## src/rtl/utf8d_pkg.sv

```systemverilog
package utf8d_pkg;

  localparam int unsigned CpWidth = 31;
  localparam int unsigned ExpWidth = 3;

  localparam logic [7:0] ContMask = 8'hC0;
  localparam logic [7:0] ContTag = 8'h80;
  localparam logic [7:0] Lead2Mask = 8'hE0;
  localparam logic [7:0] Lead2Tag = 8'hC0;
  localparam logic [7:0] Lead3Mask = 8'hF0;
  localparam logic [7:0] Lead3Tag = 8'hE0;
  localparam logic [7:0] Lead4Mask = 8'hF8;
  localparam logic [7:0] Lead4Tag = 8'hF0;
  localparam logic [7:0] Lead5Mask = 8'hFC;
  localparam logic [7:0] Lead5Tag = 8'hF8;
  localparam logic [7:0] Lead6Mask = 8'hFE;
  localparam logic [7:0] Lead6Tag = 8'hFC;

  localparam logic [ExpWidth-1:0] MaxExpected = 3'd5;

  typedef struct packed {
    logic [ExpWidth-1:0] expected;
    logic [CpWidth-1:0]  partial;
    logic                ended;
  } dec_state_t;

  typedef struct packed {
    logic               emit;
    logic [CpWidth-1:0] code_point;
    logic               has_code_point;
    logic               done_res;
  } dec_result_t;

endpackage

```

## src/rtl/utf8d_decode.sv

```systemverilog
module utf8d_decode (
  input  utf8d_pkg::dec_state_t  state,
  input  logic [7:0]             data_byte,
  input  logic                   buffer_end,
  output utf8d_pkg::dec_state_t  state_next,
  output utf8d_pkg::dec_result_t result
);

  logic                             is_cont;
  logic                             have;
  logic [utf8d_pkg::CpWidth-1:0]    cp;
  logic [utf8d_pkg::CpWidth-1:0]    shifted;
  logic [utf8d_pkg::ExpWidth-1:0]   exp_dec;
  utf8d_pkg::dec_state_t            work;

  assign is_cont = (data_byte & utf8d_pkg::ContMask) == utf8d_pkg::ContTag;
  assign shifted = {state.partial[utf8d_pkg::CpWidth-7:0], data_byte[5:0]};
  assign exp_dec = state.expected - 3'd1;

  always_comb begin
    work = state;
    have = 1'b0;
    cp = '0;
    if (!state.ended) begin
      if (state.expected != '0 && is_cont) begin
        work.expected = exp_dec;
        work.partial = shifted;
        if (exp_dec == '0) begin
          have = 1'b1;
          cp = shifted;
          work.partial = '0;
        end
      end else begin
        work.expected = '0;
        work.partial = '0;
        if (data_byte == 8'h00) begin
          work.ended = 1'b1;
        end else if (!data_byte[7]) begin
          have = 1'b1;
          cp = {{(utf8d_pkg::CpWidth-8){1'b0}}, data_byte};
        end else if ((data_byte & utf8d_pkg::Lead2Mask) == utf8d_pkg::Lead2Tag) begin
          work.expected = 3'd1;
          work.partial = {{(utf8d_pkg::CpWidth-5){1'b0}}, data_byte[4:0]};
        end else if ((data_byte & utf8d_pkg::Lead3Mask) == utf8d_pkg::Lead3Tag) begin
          work.expected = 3'd2;
          work.partial = {{(utf8d_pkg::CpWidth-4){1'b0}}, data_byte[3:0]};
        end else if ((data_byte & utf8d_pkg::Lead4Mask) == utf8d_pkg::Lead4Tag) begin
          work.expected = 3'd3;
          work.partial = {{(utf8d_pkg::CpWidth-3){1'b0}}, data_byte[2:0]};
        end else if ((data_byte & utf8d_pkg::Lead5Mask) == utf8d_pkg::Lead5Tag) begin
          work.expected = 3'd4;
          work.partial = {{(utf8d_pkg::CpWidth-2){1'b0}}, data_byte[1:0]};
        end else if ((data_byte & utf8d_pkg::Lead6Mask) == utf8d_pkg::Lead6Tag) begin
          work.expected = 3'd5;
          work.partial = {{(utf8d_pkg::CpWidth-1){1'b0}}, data_byte[0]};
        end
      end
    end
    if (cp == '0) begin
      have = 1'b0;
    end
    result.emit = have || buffer_end;
    result.code_point = cp;
    result.has_code_point = have;
    result.done_res = buffer_end;
    if (buffer_end) begin
      state_next = '0;
    end else begin
      state_next = work;
    end
  end

endmodule

```

## src/rtl/utf8d_out_reg.sv

```systemverilog
module utf8d_out_reg (
  input  logic                          clk,
  input  logic                          rst,
  input  logic                          load,
  input  utf8d_pkg::dec_result_t        result,
  output logic                          free,
  output logic                          out_valid,
  input  logic                          out_stall,
  output logic [utf8d_pkg::CpWidth-1:0] code_point,
  output logic                          has_code_point,
  output logic                          done_res
);

  logic valid;
  logic valid_next;

  assign free = !valid || !out_stall;
  assign valid_next = load || (valid && out_stall);
  assign out_valid = valid;

  always_ff @(posedge clk) begin
    if (rst) begin
      valid <= 1'b0;
    end else begin
      valid <= valid_next;
    end
  end

  always_ff @(posedge clk) begin
    if (load) begin
      code_point <= result.code_point;
      has_code_point <= result.has_code_point;
      done_res <= result.done_res;
    end
  end

endmodule

```

## src/rtl/utf8_stream_decoder_top.sv

```systemverilog
// UTF-8 byte stream decoder: one byte enters per transaction, and buffer_end marks the
// buffer's last byte. Sequences of 1 to 6 bytes (including the extended 5 and 6 byte
// forms, overlong forms and surrogates) decode to code points of up to 31 bits. A result
// transaction is sent for each completed nonzero character and exactly once for the last
// byte, where done_res is set; after that byte the decoder returns to its reset state.
// A zero byte ends the string and later bytes up to the last one give nothing. The block
// takes one byte per clock while in_stall is low; a byte passes through an input register
// and then a result register. When a waiting result is stalled and the input register
// holds a byte that yields a result, the input stalls as well. The decode state is
// updated by one shallow step of logic as each byte leaves the input register.
module utf8_stream_decoder_top (
  input  logic                          clk,
  input  logic                          rst,
  input  logic                          in_valid,
  output logic                          in_stall,
  input  logic [7:0]                    data_byte,
  input  logic                          buffer_end,
  output logic                          out_valid,
  input  logic                          out_stall,
  output logic [utf8d_pkg::CpWidth-1:0] code_point,
  output logic                          has_code_point,
  output logic                          done_res
);

  logic                   s1_valid;
  logic                   s1_valid_next;
  logic [7:0]             s1_byte;
  logic                   s1_end;
  logic                   accept;
  logic                   retire;
  logic                   out_free;
  utf8d_pkg::dec_state_t  state;
  utf8d_pkg::dec_state_t  state_next;
  utf8d_pkg::dec_result_t result;

  assign retire = s1_valid && (!result.emit || out_free);
  assign in_stall = s1_valid && !retire;
  assign accept = in_valid && !in_stall;
  assign s1_valid_next = accept || (s1_valid && !retire);

  always_ff @(posedge clk) begin
    if (rst) begin
      s1_valid <= 1'b0;
      state <= '0;
    end else begin
      s1_valid <= s1_valid_next;
      if (retire) begin
        state <= state_next;
      end
    end
  end

  always_ff @(posedge clk) begin
    if (accept) begin
      s1_byte <= data_byte;
      s1_end <= buffer_end;
    end
  end

  utf8d_decode u_decode (
    .state      (state),
    .data_byte  (s1_byte),
    .buffer_end (s1_end),
    .state_next (state_next),
    .result     (result)
  );

  utf8d_out_reg u_out_reg (
    .clk            (clk),
    .rst            (rst),
    .load           (retire && result.emit),
    .result         (result),
    .free           (out_free),
    .out_valid      (out_valid),
    .out_stall      (out_stall),
    .code_point     (code_point),
    .has_code_point (has_code_point),
    .done_res       (done_res)
  );

  a_expected_range: assert property (@(posedge clk) disable iff (rst)
    state.expected <= utf8d_pkg::MaxExpected)
    else $error("continuation count out of range");

  a_end_resets: assert property (@(posedge clk) disable iff (rst)
    retire && s1_end |=> state == '0)
    else $error("state not cleared after last byte");

  a_empty_is_done: assert property (@(posedge clk) disable iff (rst)
    out_valid && !has_code_point |-> done_res)
    else $error("result without character or done mark");

  a_nonzero_cp: assert property (@(posedge clk) disable iff (rst)
    out_valid && has_code_point |-> code_point != '0)
    else $error("zero code point emitted");

endmodule

```

## config.mk

```make
export PLATFORM = sky130hd
export DESIGN_NAME = utf8_stream_decoder_top
export DESIGN_NICKNAME = d
export VERILOG_FILES = /design/src/rtl/utf8d_pkg.sv /design/src/rtl/utf8d_decode.sv /design/src/rtl/utf8d_out_reg.sv /design/src/rtl/utf8_stream_decoder_top.sv
export SDC_FILE = /design/constraint.sdc
export NUM_CORES = 1
export LEC_CHECK = 0
export BUFFER_PORTS_ARGS = -buffer_cell sky130_fd_sc_hd__buf_2
export CAP_MARGIN = 10
export CORE_ASPECT_RATIO = 0.8
export CORE_MARGIN = 2
export CORE_UTILIZATION = 35
export CTS_CLUSTER_SIZE = 12
export DETAILED_ROUTE_END_ITERATION = 7
export HOLD_SLACK_MARGIN = 0.05
export PLACE_DENSITY = 0.59
export SKIP_CTS_REPAIR_TIMING = 1
export SLEW_MARGIN = 20
export SYNTH_ARGS = -nofsm -noshare
export SYNTH_HDL_FRONTEND = slang
export SYNTH_SLANG_ARGS = --single-unit
```

## constraint.sdc

```tcl
create_clock -name clk -period 5.4 [get_ports clk]
set_clock_uncertainty 0.2 [all_clocks]
set_input_delay 0.54 -clock clk [delete_from_list [all_inputs] [get_ports clk]]
set_output_delay 0.54 -clock clk [all_outputs]
set_load 0.02 [all_outputs]
```

==> out/metrics.csv, run 1 <==
stage;metric;value;unit
final_layout;fin cells;397;
logic_synthesis;commonest cells in the synthesized netlist;edfxtp_1 (42), dfxtp_1 (31), and2_1 (26);
final_layout;area delta synth->final;17.4;%
clocking;CTS tree;built;
floorplanning;die extent in y;86.8;um
place;port bufs;47;
floorplanning;die width;108;um
setup_path;CP delay by family, top;compound AO/OA/AOI/OAI gates;
sta;Slew Viols, Final;0;
place;Final GP Congestion;0.828;
logic_synthesis;Most used DFF post-synth;edfxtp_1;
routing;antenna-violating nets left;0;
place;dpl cells;381;
routing;routed len/inst;14.2;um
setup_path;CP Buf/Inv Count;2;
final_layout;Nets;296;
sta;Finish-stage setup viols;0;
floorplanning;Top Ports;48;
routing;Pre-Repair DR Iteration Count;4;
sta;final critical-path share of the clock period;69.8;%
global_routing;vias in the first global route;1771;
run;Max Cap Viol;0;
setup_path;Arr. time, crit path;3.03;ns
power_and_ir_drop;maximum VDD drop;135;uV
clocking;Max Buffers Root-to-Sink;2;
global_routing;Tot GR Track Use;12.7;%
outcome;outcome;finished, final reports clean;
floorplanning;CORE AREA;0.00841;mm2
setup_path;Slowest-stage cell, CP;a211oi_4;
logic_synthesis;syn_nets;246;
sta;Fin. Hold Viols;0;
setup_path;Worst Path Required;4.66;ns
clocking;TritonCTS Buffers;9;
place;Place WS;1.76;ns
setup_path;Worst Setup Path Type;reg -> out;
routing;Routed WL;5650;um
logic_synthesis;Yosys warnings;0;
setup_path;r2r worst-path depth;8;
logic_synthesis;cells after synthesis;230;
min_path;Hold Path Sink;s1_byte[7]$_DFFE_PP_;
sta;Slew headroom;30.8;%
power_and_ir_drop;Power, Total;1.12;mW
setup_path;capture point of the worst reg-to-reg path;state[7]$_SDFFE_PP0P_;
clocking;H-tree depth;3;
sta;RSZ-0062 raised after global routing;false;
floorplanning;row cnt;30;
setup_path;Crit Reg-Reg Startpoint;state[32]$_SDFFE_PP0P_;
sta;Worst Tran Pin Value;1.04;ns
setup_path;Critical Path Start Type;flip-flop;
setup_path;Worst path max stage delay;0.70;ns
setup_path;worst-path fanout max;25;
global_routing;largest net degree at the start of global routing;34;
global_routing;first-pass GRT wire length;9050;um
global_routing;grt ovf;0;
sta;setup TNS;0;ns
power_and_ir_drop;leak pwr;1.36;nW
logic_synthesis;Synth top area share;42.0;%
logic_synthesis;Synth Cell Area;0.00300;mm2
setup_path;Cell Chain, Critical Path;inv_1 -> ha_1 -> or3_4 -> a211oi_4 -> o22ai_2 -> o311ai_2 -> a21oi_1 -> nor2_1 -> buf_2;
place;DP Wirelength;3840;um
routing;Vias/cell;4.94;
routing;Via Count;1960;
min_path;HP Class;in -> reg;
routing;Remaining DRCs;0;
global_routing;initial antenna violation count;0;
sta;WHS;0.158;ns
sta;Tmin final;3.77;ns
logic_synthesis;#FFs+latches synth;73;
logic_synthesis;Synth area leaders;edfxtp_1 (42%), dfxtp_1 (21%), and2_1 (5.4%);
logic_synthesis;register area share after synthesis;62.7;%
min_path;Hold Path Depth;1;
logic_synthesis;Post-synth EDFFs;42;
setup_path;Worst R2R Setup Slack;1.80;ns
final_layout;share of layout cells above drive strength 1;30.2;%
logic_synthesis;most common cell in the netlist;edfxtp_1;
clocking;root buffer cell;clkbuf_8;
logic_synthesis;Synth Area per Inst;13.1;um2
final_layout;diode count;0;
sta;Worst Setup Slack, final;1.63;ns
min_path;min-delay src;data_byte[7];
logic_synthesis;Netlist cell types;47;
logic_synthesis;FFs w/ async S/R, synth;0;%
power_and_ir_drop;Power Dens Cells;319;mW/mm2
clocking;clk sink count;73;
clocking;Reg clk slew, reported paths;0.08;ns
logic_synthesis;Synth area leader;edfxtp_1;
clocking;clk_lat worst skew;0.35;ns
floorplanning;starting density of the core;35.7;%
setup_path;CP endpoint kind;primary output;
floorplanning;die area;0.00934;mm2
sta;Max Fclk;265;MHz
routing;First DRT Iteration DRCs;119;
routing by layer:
metal / routed length (um) / GRT usage [%]
met5: 0 / 0
met4: 92 / 4.31
met3: 327 / 5.11
met2: 2480 / 17.7
met1: 2750 / 18.0
per-stage QoR:
stage               instance area [um2]  util, %
finish                             3520     41.9
floorplan                          3000        -
CTS                                3520     41.9
global route                       3520     41.9
global placement                   3320     39.4
detailed placement                 3320     39.4
layout by cell type (no fill, tap or decap), drive strengths merged, types with 3 or more instances in the layout:
| cell | Yosys | final |
|---|---|---|
| buf | 5 | 49 |
| edfxtp | 42 | 42 |
| dfxtp | 31 | 31 |
| and2 | 31 | 31 |
| a22o | 20 | 20 |
| inv | 8 | 12 |
| nand2 | 10 | 10 |
| clkbuf | 5 | 9 |
| nor4 | 8 | 8 |
| a32o | 7 | 7 |
| nor2 | 6 | 6 |
| a21oi | 5 | 5 |
| nand3 | 5 | 5 |
| o21ai | 4 | 4 |
| o22ai | 4 | 4 |
| a21boi | 4 | 4 |
| o21bai | 3 | 3 |
| nand2b | 3 | 3 |
| and3 | 3 | 3 |
| a21o | 3 | 3 |
| ha | 3 | 3 |
area by class of cell:
type | count | area [um2]
fillers | 817 | 4880
flip-flops and latches | 73 | 1880
multi-input cells | 139 | 1010
repair buffers | 49 | 250
well taps | 112 | 140
clock buffers | 9 | 124
clock inverters | 7 | 85.1
inverters | 8 | 30.0
how the worst max path moves through the flow:
stage / depth (start not counted) / to / from / slack, ns
after floorplan: 8 / u_out_reg.code_point[0]$_DFFE_PP_ / state[32]$_SDFFE_PP0P_ / 1.59
after global placement: 8 / state[7]$_SDFFE_PP0P_ / state[32]$_SDFFE_PP0P_ / 1.93
after detailed placement: 8 / state[21]$_SDFFE_PP0P_ / state[32]$_SDFFE_PP0P_ / 1.76
after CTS: 9 / in_stall / state[32]$_SDFFE_PP0P_ / 1.57
after global routing: 9 / in_stall / state[32]$_SDFFE_PP0P_ / 1.36
final: 9 / in_stall / state[32]$_SDFFE_PP0P_ / 1.63
flip-flops by register name (all words and copies together) (netlist names):
signal                    flops
u_out_reg.code_point         31
s1_end                        1
state                        29
u_out_reg.has_code_point      1
s1_byte                       8
s1_valid                      1
u_out_reg.done_res            1
u_out_reg.out_valid           1
power by group:
group          switching, mW  internal [mW]  total [mW]  leakage [nW]
combinational         0.0418         0.0212      0.0630         0.609
clock                  0.223          0.223       0.446         0.100
sequential            0.0120          0.603       0.615         0.653
total                  0.277          0.847        1.12          1.36
kinds of logic after synthesis:
kind of cell	synth area share, %
adder cells (fa/ha/maj)	1.25
buffers and inverters	3.67
AND/OR/NAND/NOR	14.9
flip-flops	62.7
AO/OA/AOI/OAI	17.5
Note: power is estimated with default switching activity, not from simulation.
==> run 2, diff against run 1 <==
Clock period 5.4 ns to 3.9 ns, I/O delays scaled along.
==> run 2 against run 1 <==
Sequential power grew 38%. First-iteration DRC count grew 14%. Sequential share of layout area shrank 1.2 points. Utilization grew 0.95 points. Design area grew 2.3%. Clock power grew 23%. Final cell count grew 2.8%. Critical path depth grew 1. Largest cell class unchanged. Largest power group unchanged.
==> out/metrics.csv, run 2 (synthesis results as in run 1) <==
stage;metric;value;unit
place;port bufs;47;
routing;Routed WL;5670;um
global_routing;grt ovf;0;
routing;Pre-Repair DR Iteration Count;4;
clocking;clk_lat worst skew;0.35;ns
sta;Tmin final;3.30;ns
sta;final critical-path share of the clock period;84.5;%
min_path;HP Class;in -> reg;
final_layout;most frequent cells in the layout;buf_2 (47), edfxtp_1 (42), dfxtp_1 (31);
final_layout;diode count;0;
final_layout;number of flip-flops in the largest register;31;
floorplanning;Top Ports;48;
power_and_ir_drop;Power, Total;1.49;mW
run;Max Cap Viol;0;
sta;Worst Tran Pin Value;0.498;ns
final_layout;Top reg by flops;u_out_reg.code_point;
setup_path;worst-path fanout max;25;
global_routing;first-pass GRT wire length;9000;um
global_routing;largest net degree at the start of global routing;34;
floorplanning;die extent in y;86.8;um
power_and_ir_drop;Sw Share;25.5;%
global_routing;Tot GR Track Use;12.7;%
place;Final GP Congestion;0.792;
floorplanning;CORE AREA;0.00841;mm2
routing;Vias/cell;4.85;
power_and_ir_drop;maximum VDD drop;153;uV
place;DP Wirelength;3870;um
final_layout;Top Registers;u_out_reg.code_point: 31 flops, state: 29 flops, s1_byte: 8 flops;
setup_path;Arr. time, crit path;2.71;ns
sta;Slew headroom;66.8;%
sta;Max Fclk;303;MHz
setup_path;Critical Path Start Type;flip-flop;
global_routing;vias in the first global route;1802;
power_and_ir_drop;leak pwr;1.39;nW
power_and_ir_drop;Seq pwr share;57.0;%
routing;Remaining DRCs;0;
floorplanning;row cnt;30;
clocking;root buffer cell;clkbuf_8;
routing;routed len/inst;13.9;um
outcome;outcome;finished, final reports clean;
sta;Fin. Hold Viols;0;
power_and_ir_drop;Sw Pwr;0.381;mW
final_layout;share of layout cells above drive strength 1;29.7;%
floorplanning;starting density of the core;35.7;%
final_layout;most common cell after layout, fill and taps aside;buf_2;
clocking;Max Buffers Root-to-Sink;2;
final_layout;final core utilization;42.9;%
floorplanning;die width;108;um
sta;setup TNS;0;ns
clocking;CTS tree;built;
setup_path;Worst Path Required;3.31;ns
setup_path;Worst Setup Path Type;reg -> out;
power_and_ir_drop;Clock Power Share;36.7;%
routing;First DRT Iteration DRCs;136;
sta;RSZ-0062 raised after global routing;false;
final_layout;Nets;307;
power_and_ir_drop;Power Dens Cells;414;mW/mm2
clocking;Reg clk slew, reported paths;0.08;ns
clocking;H-tree depth;3;
sta;Finish-stage setup viols;0;
power_and_ir_drop;P_int;1.11;mW
global_routing;initial antenna violation count;0;
clocking;clk sink count;73;
routing;antenna-violating nets left;0;
final_layout;area delta synth->final;20.0;%
setup_path;CP endpoint kind;primary output;
clocking;TritonCTS Buffers;9;
setup_path;Worst R2R Setup Slack;0.80;ns
floorplanning;die area;0.00934;mm2
routing;Via Count;1977;
sta;Slew Viols, Final;0;
power_and_ir_drop;Comb pwr share;6.3;%
## run 2: cell types whose count changed in the layout (fill, tap and decap cells not counted)
cell           previous run  this run
dlygate4sd3_1             0         9
clkinvlp_4                2         3
bufinv_16                 1         0
buf_4                     2         4
inv_6                     2         3
inv_8                     2         1
## run 2: final timing paths
kind                                from                                 end  cells after the start
setup reg to reg  state[32]$_SDFFE_PP0P_  u_out_reg.code_point[30]$_DFFE_PP_                     10
hold reg to reg   state[33]$_SDFFE_PP0P_              state[33]$_SDFFE_PP0P_                      1
hold / removal                       rst               state[0]$_SDFFE_PP0P_                      2
setup / recovery  state[32]$_SDFFE_PP0P_                            in_stall                     10
## run 2: cell type report
type | count | area [um2]
flip-flops and latches | 73 | 1880
inverters | 8 | 30.0
fillers | 806 | 4800
repair buffers | 60 | 355
clock buffers | 9 | 124
well taps | 112 | 140
clock inverters | 7 | 60.1
multi-input cells | 139 | 1010
## run 2: stage by stage
step                area (um2)  hold WS [ns]  worst slack (ns)  std cells
finish                    3600        0.0774             0.604        408
global route              3600        0.0741             0.434        408
CTS                       3510      -0.00235             0.588        399
detailed placement        3330         0.256             0.780        383
global placement          3330         0.251             0.898        383
floorplan                 3000         0.242            0.0865        230
## run 2: power groups by stage
| stage | registers, mW | logic, mW | clock network (mW) |
|---|---|---|---|
| after global placement | 0.868 | 0.0881 | 0 |
| after global routing | 0.854 | 0.104 | 0.601 |
| final | 0.850 | 0.0946 | 0.548 |
| after CTS | 0.851 | 0.0893 | 0.565 |
| after floorplan | 0.881 | 0.0506 | 0 |
| after detailed placement | 0.869 | 0.0892 | 0 |
## run 2: worst max-delay path, stage by stage (launching register included)
cell	delay, ns
dfxtp_1	0.37
inv_1	0.07
ha_1	0.25
or3_4	0.40
a211oi_4	0.19
buf_4	0.26
o22ai_2	0.13
o311ai_2	0.13
a21oi_1	0.24
nor2_1	0.14
buf_2	0.17
## run 2: layer usage
layer | up-vias | global-route usage, % | wire length [um]
met5 | - | 0 | 0
met4 | 0 | 3.85 | 45
met3 | 6 | 4.96 | 326
met2 | 54 | 18.4 | 2490
met1 | 920 | 17.6 | 2800
li1 | 997 | - | -
==> run 3, diff against run 2 <==
Settings changed: PLACE_DENSITY 0.59 to 0.61.
Clock period 3.9 ns to 2.9 ns, I/O delays scaled along.
==> run 3 against run 2 <==
Sequential cell count stayed put. Design area is 3.9% higher. First-iteration DRC count is 25% lower. Critical path depth is 1 lower. Register-to-register slack worse by 0.62 ns. Power is 36% higher. Utilization is 1.7 points higher. Clock power is 34% higher. Final cell count is 1.7% higher. Setup slack worse by 0.48 ns. Critical path type unchanged. Critical endpoint unchanged.
==> out/metrics.csv, run 3 (synthesis results as in run 1) <==
stage;metric;value;unit
outcome;outcome;finished, final reports clean;
floorplanning;die width;108;um
place;Final GP Congestion;0.875;
power_and_ir_drop;maximum VDD drop;262;uV
final_layout;number of fillers in the final layout;810;
run;Max Cap Viol;0;
global_routing;vias in the first global route;1835;
routing;antenna-violating nets left;0;
routing;Via Count;2023;
routing;Pre-Repair DR Iteration Count;4;
final_layout;number of flip-flops in the largest register;31;
setup_path;worst-path fanout max;5;
sta;Max Fclk;360;MHz
final_layout;final core utilization;44.5;%
routing;routed len/inst;14.4;um
routing;First DRT Iteration DRCs;102;
final_layout;Top reg by flops;u_out_reg.code_point;
routing;Routed WL;5960;um
floorplanning;die extent in y;86.8;um
setup_path;Critical Path Start Type;flip-flop;
global_routing;largest net degree at the start of global routing;34;
global_routing;grt ovf;0;
floorplanning;die area;0.00934;mm2
setup_path;Cell Chain, Critical Path;inv_1 -> ha_4 -> or3_4 -> a211oi_4 -> o22ai_2 -> o311ai_4 -> a21oi_4 -> nor2_2 -> buf_4;
clocking;root buffer cell;clkbuf_8;
place;DP Wirelength;4070;um
place;port bufs;47;
clocking;clk_lat worst skew;0.35;ns
setup_path;Crit Reg-Reg Startpoint;s1_byte[1]$_DFFE_PP_;
floorplanning;Top Ports;48;
global_routing;Tot GR Track Use;13.5;%
clocking;TritonCTS Buffers;9;
min_path;HP Class;in -> reg;
sta;Worst Tran Pin Value;0.653;ns
final_layout;share of layout cells above drive strength 1;32.7;%
setup_path;Worst Setup Path Type;reg -> out;
setup_path;Arr. time, crit path;2.28;ns
power_and_ir_drop;leak pwr;1.44;nW
final_layout;area delta synth->final;24.7;%
routing;Remaining DRCs;0;
setup_path;Worst Path Required;2.41;ns
sta;Slew headroom;56.1;%
floorplanning;row cnt;30;
setup_path;CP endpoint kind;primary output;
sta;Finish-stage setup viols;0;
global_routing;first-pass GRT wire length;9560;um
clocking;Reg clk slew, reported paths;0.09;ns
power_and_ir_drop;Power Dens Cells;541;mW/mm2
clocking;clk sink count;73;
clocking;H-tree depth;3;
floorplanning;starting density of the core;35.7;%
global_routing;initial antenna violation count;0;
final_layout;most common cell after layout, fill and taps aside;buf_2;
sta;RSZ-0062 raised after global routing;false;
floorplanning;CORE AREA;0.00841;mm2
setup_path;Worst path max stage delay;0.38;ns
clocking;Max Buffers Root-to-Sink;2;
setup_path;CP Buf/Inv Count;2;
final_layout;Top Registers;u_out_reg.code_point: 31 flops, state: 29 flops, s1_byte: 8 flops;
setup_path;CP delay by family, top;compound AO/OA/AOI/OAI gates;
routing;Vias/cell;4.87;
setup_path;Critical Path Start;state[32]$_SDFFE_PP0P_;
sta;Slew Viols, Final;0;
sta;Tmin final;2.77;ns
sta;WHS;0.140;ns
min_path;min-delay src;out_stall;
clocking;CTS tree;built;
sta;Fin. Hold Viols;0;
sta;final critical-path share of the clock period;95.7;%
final_layout;most frequent cells in the layout;buf_2 (46), edfxtp_1 (42), dfxtp_1 (30);
setup_path;Slowest-stage cell, CP;or3_4;
final_layout;Nets;314;
final_layout;diode count;0;
[run 3: cell types whose count changed in the layout (fill, tap and decap cells not counted), sizes merged]
cell	previous run	this run
dlygate4sd3	9	11
buf	51	56
[run 3: layout make-up]
cell class	count	area (um2)	area share, %
Timing Repair Buffer	67	440	11.8
Clock inverter	7	60.1	1.60
Inverter	8	30.0	0.802
Sequential cell	73	1880	50.3
Clock buffer	9	124	3.31
Tap cell	112	140	3.74
Multi-Input combinational cell	139	1070	28.5
[run 3: tightest hold or removal path, stage by stage]
cell and delay [ns]:
buf_2 0.12, nand2_1 0.14, o22ai_1 0.09
[run 3: worst paths after layout]
kind	end	cells after the start	slack, ns
setup / recovery	in_stall	9	0.13
hold / removal	u_out_reg.out_valid$_SDFF_PP0_	3	0.14
setup reg to reg	s1_byte[0]$_DFFE_PP_	6	0.18
hold reg to reg	state[33]$_SDFFE_PP0P_	1	0.27
[run 3: metrics by stage]
stage | area (um2) | power [mW] | setup WS [ns] | std cells | setup TNS (ns)
after floorplan | 3010 | 1.25 | 0.0511 | 230 | 0
after global placement | 3380 | 1.30 | 0.277 | 385 | 0
after detailed placement | 3380 | 1.30 | 0.191 | 385 | 0
after CTS | 3560 | 2.03 | -0.0818 | 401 | -0.0818
after global routing | 3740 | 2.12 | 0.00835 | 415 | 0
final | 3740 | 2.03 | 0.126 | 415 | 0
[run 3: routing by layer]
metal	share of wire [%]	up-vias	track usage, %
li1	-	1010	-
met1	51	960	18.8
met2	44	49	19.4
met3	5.0	4	5.64
met4	0.54	0	3.85
met5	0	-	0
[run 3: power breakdown]
part,internal [mW],leakage (nW),switching (mW)
clock network,0.324,0.0848,0.410
logic,0.0619,0.703,0.0856
registers,1.12,0.653,0.0223
